<file path="config.mk">
export PLATFORM = sky130hd
export DESIGN_NAME = double_ended_queue_unit
export DESIGN_NICKNAME = d
export VERILOG_FILES = /design/src/rtl/core/deq_pkg.sv /design/src/rtl/core/double_ended_queue_unit.sv /design/src/rtl/core/deq_cell.sv
export SDC_FILE = /design/constraint.sdc
export NUM_CORES = 1
export LEC_CHECK = 0
export BUFFER_PORTS_ARGS = -buffer_cell sky130_fd_sc_hd__buf_2
export CAP_MARGIN = 20
export CORE_ASPECT_RATIO = 1.25
export CORE_UTILIZATION = 29
export CTS_CLUSTER_SIZE = 12
export DETAILED_ROUTE_END_ITERATION = 6
export GPL_TIMING_DRIVEN = 0
export PLACE_DENSITY = 0.54
export SYNTH_ARGS = -nofsm -noshare
export SYNTH_HDL_FRONTEND = slang
export SYNTH_SLANG_ARGS = --single-unit
export TNS_END_PERCENT = 1
</file>
<file path="constraint.sdc">
create_clock -name clk -period 5.46 [get_ports clk]
set_clock_uncertainty 0.1 [all_clocks]
set_input_delay 0.273 -clock clk [delete_from_list [all_inputs] [get_ports clk]]
set_output_delay 0.273 -clock clk [all_outputs]
set_load 0.02 [all_outputs]
</file>
<file path="src/rtl/core/deq_pkg.sv">
// Package for the double-ended queue: operation and status codes,
// default sizes and the per-cell control bundle. No dependencies.
`timescale 1ns / 1ps

package deq_pkg;

  localparam int DefaultDepth     = 16;
  localparam int DefaultDataWidth = 32;

  localparam logic [1:0] OP_PUSH_FRONT = 2'd0;
  localparam logic [1:0] OP_PUSH_BACK  = 2'd1;
  localparam logic [1:0] OP_POP_FRONT  = 2'd2;
  localparam logic [1:0] OP_POP_BACK   = 2'd3;

  localparam logic [1:0] ST_DONE  = 2'd0;
  localparam logic [1:0] ST_EMPTY = 2'd1;
  localparam logic [1:0] ST_FULL  = 2'd2;

  typedef struct packed {
    logic shift_in;   // take word from front-side neighbor
    logic shift_out;  // take word from back-side neighbor
    logic write;      // load the pushed word
  } cell_ctrl_t;

endpackage

</file>
<file path="src/rtl/core/double_ended_queue_unit.sv">
// The result is registered and presented in the cycle after the transaction is accepted;
// throughput is 1 transaction per cycle while the registered result is not stalled by out_ready.
// Storage is a chain of DEPTH cells with the front word in cell 0; push front
// and pop front shift the whole chain by one cell.
// Reset (rst, synchronous) empties the queue and drops any pending result;
// cell contents are not cleared. Depends on deq_pkg and deq_cell.
`timescale 1ns / 1ps

module double_ended_queue_unit
  import deq_pkg::*;
#(
  parameter int DEPTH      = DefaultDepth,
  parameter int DATA_WIDTH = DefaultDataWidth
) (
  input  logic                          clk,
  input  logic                          rst,
  input  logic                          in_valid,
  output logic                          in_ready,
  input  logic [1:0]                    func,
  input  logic [DATA_WIDTH-1:0]         data_in,
  output logic                          out_valid,
  input  logic                          out_ready,
  output logic [DATA_WIDTH-1:0]         data_out,
  output logic [1:0]                    status,
  output logic [$clog2(DEPTH+1)-1:0]    occupancy
);

  localparam int CW = $clog2(DEPTH + 1);
  localparam int IW = $clog2(DEPTH);

  logic [CW-1:0]         count;
  logic [CW-1:0]         count_next;
  logic [CW-1:0]         back_pos;
  logic                  accept;
  logic                  empty;
  logic                  full;
  logic                  do_push_front;
  logic                  do_push_back;
  logic                  do_pop_front;
  logic                  do_pop_back;
  logic [DATA_WIDTH-1:0] result_next;
  logic [1:0]            status_next;
  logic [DATA_WIDTH-1:0] cell_data [DEPTH];
  cell_ctrl_t            cell_ctrl [DEPTH];

  assign in_ready = !out_valid || out_ready;
  assign accept   = in_valid && in_ready;
  assign empty    = (count == '0);
  assign full     = (count == CW'(DEPTH));
  assign back_pos = count - CW'(1);

  assign do_push_front = accept && (func == OP_PUSH_FRONT) && !full;
  assign do_push_back  = accept && (func == OP_PUSH_BACK) && !full;
  assign do_pop_front  = accept && (func == OP_POP_FRONT) && !empty;
  assign do_pop_back   = accept && (func == OP_POP_BACK) && !empty;

  genvar i;
  generate
    for (i = 0; i < DEPTH; i++) begin : g_cell
      logic [DATA_WIDTH-1:0] front_side;
      logic [DATA_WIDTH-1:0] back_side;

      if (i == 0) begin : g_first
        assign front_side = data_in;
      end else begin : g_mid
        assign front_side = cell_data[i-1];
      end
      if (i == DEPTH - 1) begin : g_last
        assign back_side = cell_data[i];
      end else begin : g_inner
        assign back_side = cell_data[i+1];
      end

      assign cell_ctrl[i].shift_in  = do_push_front;
      assign cell_ctrl[i].shift_out = do_pop_front;
      assign cell_ctrl[i].write     = do_push_back && (count == CW'(i));

      deq_cell #(
        .DATA_WIDTH(DATA_WIDTH)
      ) u_cell (
        .clk        (clk),
        .ctrl       (cell_ctrl[i]),
        .word       (data_in),
        .front_side (front_side),
        .back_side  (back_side),
        .data       (cell_data[i])
      );
    end
  endgenerate

  always_comb begin
    result_next = '0;
    status_next = ST_DONE;
    count_next  = count;
    unique case (func)
      OP_PUSH_FRONT, OP_PUSH_BACK: begin
        if (full) begin
          status_next = ST_FULL;
        end else begin
          count_next = count + CW'(1);
        end
      end
      OP_POP_FRONT: begin
        if (empty) begin
          result_next = '1;
          status_next = ST_EMPTY;
        end else begin
          result_next = cell_data[0];
          count_next  = back_pos;
        end
      end
      default: begin
        if (empty) begin
          result_next = '1;
          status_next = ST_EMPTY;
        end else begin
          result_next = cell_data[back_pos[IW-1:0]];
          count_next  = back_pos;
        end
      end
    endcase
  end

  always_ff @(posedge clk) begin
    if (rst) begin
      count     <= '0;
      out_valid <= 1'b0;
    end else begin
      if (accept) begin
        count     <= count_next;
        out_valid <= 1'b1;
      end else if (out_ready) begin
        out_valid <= 1'b0;
      end
    end
  end

  always_ff @(posedge clk) begin
    if (accept) begin
      data_out  <= result_next;
      status    <= status_next;
      occupancy <= count_next;
    end
  end

endmodule

</file>
<file path="src/rtl/core/deq_cell.sv">
// One storage cell of the queue chain; shifts toward either neighbor or loads.
// Depends on deq_pkg.
`timescale 1ns / 1ps

module deq_cell
  import deq_pkg::*;
#(
  parameter int DATA_WIDTH = DefaultDataWidth
) (
  input  logic                  clk,
  input  cell_ctrl_t            ctrl,
  input  logic [DATA_WIDTH-1:0] word,
  input  logic [DATA_WIDTH-1:0] front_side,
  input  logic [DATA_WIDTH-1:0] back_side,
  output logic [DATA_WIDTH-1:0] data
);

  always_ff @(posedge clk) begin
    priority if (ctrl.write) begin
      data <= word;
    end else if (ctrl.shift_in) begin
      data <= front_side;
    end else if (ctrl.shift_out) begin
      data <= back_side;
    end else begin
      data <= data;
    end
  end

endmodule

</file>
==> impl_metrics.py <==
metrics = {
    "synthesis": {
        "seq_area_frac_synth_pct": 47.9,
        "synth_async_sr_flop_share_pct": 0,
        "synthTopCellsByCount": "edfxtp_1, nor3b_1, and3_1",
        "syn_area_um2": 34800,
        "synthTopCellsByArea": "edfxtp_1, a311o_1, nor3b_1",
        "synth_nets": 2810,
        "ys.flop_type": "edfxtp_1",
        "synth_cell_types": 55,
        "synth-edff-count": 551,
        "yosys.cell_count.top_type": "edfxtp_1",
        "synth_warnings": 0,
        "yosys.area.top_type": "edfxtp_1",
        "synth.top_cell.area_share_pct": 47.5,
        "ys_seq_elements": 557,
        "synthCells": 2766,
        "synth.avg_cell_area_um2": 12.6,
    },
    "cells_and_area": {
        "drive_above_1_share_pct": 19.5,
        "syn2layout_area_growth_pct": 13.4,
        "antenna_cells": 0,
        "post_layout_nonfiller_instances": 4545,
        "fin_nets": 2972,
        "final_util_pct": 33.3,
    },
    "placement": {
        "hpwlAfterDp_mm": 117,
        "gp_congestion": 0.997,
        "placed_cells_incl_taps": 4431,
        "port_buffers": 75,
    },
    "setup_path": {
        "crit_arrival_ns": 5.72,
        "required_ns": 5.75,
        "r2r_slack_ns": 0.03,
        "endpoint_kind": "flop",
        "critical_path_class": "reg2reg",
        "cp-endpoint": "data_out[0]",
        "timing.rr.end": "data_out[0]",
        "worstReg2RegStart": "count[0]",
        "r2r_cells": 13,
        "crit_start": "count[0]",
        "critPathMaxFanout": 10,
        "critPathLaunchType": "flop",
    },
    "route": {
        "vias": 27600,
        "wl_per_cell_um": 31.9,
        "drt_pass1_iterations": 6,
        "drt-initial-drc-count": 3226,
        "ant_nets": 0,
        "drc": 0,
        "wirelength_mm": 145,
        "via_per_inst": 6.07,
    },
    "power_and_ir_drop": {
        "comb_power_share_pct": 23.8,
        "clock_power_share_pct": 32.7,
        "p_total_mw": 12.3,
        "ir_drop_uv": 265,
        "p_int_mw": 8.41,
        "p_switching_mw": 3.87,
        "cellPowerDensity_nw_per_um2": 311,
        "power_frac_seq_pct": 43.5,
        "p_leak_nw": 13.3,
        "switching_share_pct": 31.5,
    },
    "sta": {
        "finalHoldViolations": 0,
        "hold-worst-slack_ns": 0.0369,
        "period_share_pct": 99.4,
        "min_period_ns": 5.43,
        "worstMarginPinSlew_ns": 1.20,
        "rsz0062_at_grt": "no",
        "setup_violations": 0,
        "relSlewSlack_pct": 19.7,
        "final_max_slew_viol_count": 0,
        "max_freq_ghz": 0.184,
    },
    "cts": {
        "root_buffer": "clkbuf_16",
        "clock_latency_ns": 0.66,
        "cts_tree": "yes",
        "htree_levels": 2,
        "clkTransAtPathRegs_ns": 0.06,
        "cts.sinks": 557,
        "cts_setup_buffers": 0,
        "cts_made_buffers": 59,
        "cts.path.max_buffers": 3,
    },
    "grt": {
        "overflow": 0,
        "grt_max_degree": 33,
        "grt.total_usage_pct": 23.3,
        "antenna_found_initial": 9,
        "grt_pass1_wl_mm": 205,
        "grt_pass1_vias": 28200,
    },
    "die": {
        "die_y_um": 389,
        "core_area_um2": 119000,
        "die_w_um": 312,
        "row_count": 141,
        "die_area_um2": 121000,
        "ioPinCount": 79,
        "initial_core_util_pct": 29.4,
    },
    "flow_run": {
        "drv_cap": 0,
    },
    "run_status": {
        "status": "finished clean",
    },
    "worst_hold_path": {
        "min_path_type": "in2reg",
    },
}
power groups by stage:
stage	logic [mW]	registers [mW]	clock network, mW
final	2.93	5.34	4.01
after global routing	3.02	5.36	4.18
after CTS	2.87	5.32	4.06
after detailed placement	2.87	5.41	0
after global placement	2.78	5.42	0
after floorplan	1.72	5.36	0
what timing repair did:
item,CTS,global route
cloned,0,0
hold buffers,9,0
resized for setup,0,6
hold endpoints to repair,45,0
endpoints found under the setup margin,6,14
how the worst min path moves through the flow:
stage,to,depth (start not counted),startpoint
floorplan,count[0],1,rst
global placement,count[0],2,rst
detailed placement,count[4],2,rst
CTS,g_cell[5].u_cell.data[8],3,data_in[8]
global route,g_cell[8].u_cell.data[8],3,data_in[8]
finish,g_cell[5].u_cell.data[8],3,data_in[8]
kinds of logic after synthesis:
logic type | after synthesis | synth area share [%]
multiplexers | 257 | 12.8
AND/OR/NAND/NOR | 939 | 18.1
flip-flops | 557 | 47.9
buffers and inverters | 403 | 5.12
XOR/XNOR | 3 | 0.0755
AO/OA/AOI/OAI | 601 | 15.8
adder cells (fa/ha/maj) | 6 | 0.216
sequential cells by signal, summed over array words and instances (netlist names):
register	count
data_out	32
occupancy	5
status	2
g_cell.u_cell.data	512
count	5
out_valid	1
worst max-delay path, stage by stage (launching register included):
cell	delay, ns
dfxtp_1	0.37
buf_2	0.19
buf_2	0.41
buf_2	0.57
buf_2	0.46
inv_1	0.15
ha_1	0.41
clkbuf_1	0.25
buf_2	0.42
buf_1	0.79
mux4_2	0.42
mux2_2	0.27
o22ai_1	0.22
nor2_1	0.09
stage by stage:
stage               area, um^2  worst slack (ns)  TNS [ns]
finish                   39500            0.0331         0
global route             39500           0.00168         0
CTS                      39400            0.0407         0
detailed placement       37600            -0.161    -0.857
global placement         37100             -2.02   -118.06
floorplan                34800              1.13         0
cell usage in the layout, fill, tap and decap left out, drive strengths merged, types with 31 or more instances in the layout:
cell and n:
nor2 39, clkbuf 326, nor3b 448, edfxtp 551, a311o 384, a221o 64
a21boi 62, nand2 31, buf 232, mux4 128, o22ai 31, o21ai 35
mux2 128, and3 390
layer usage:
metal  vias to the layer above  global-route usage [%]  share of wire [%]
met5                         -                       0              0.035
met4                        10                    15.5                7.5
met3                       423                    3.40                7.3
met2                      1451                    40.1                 49
met1                     13900                    26.8                 36
li1                      11800                       -                  -
layout make-up:
class,instances,area (um^2)
buffer,393,1750
clock buffer,72,1530
clock inverter,33,264
fill,11900,79100
inverter,9,33.8
multi-input combinational,1806,16400
sequential,557,16700
tap,1573,1970
timing repair buffer,102,842
No activity file was read; power rests on OpenSTA's default activity.
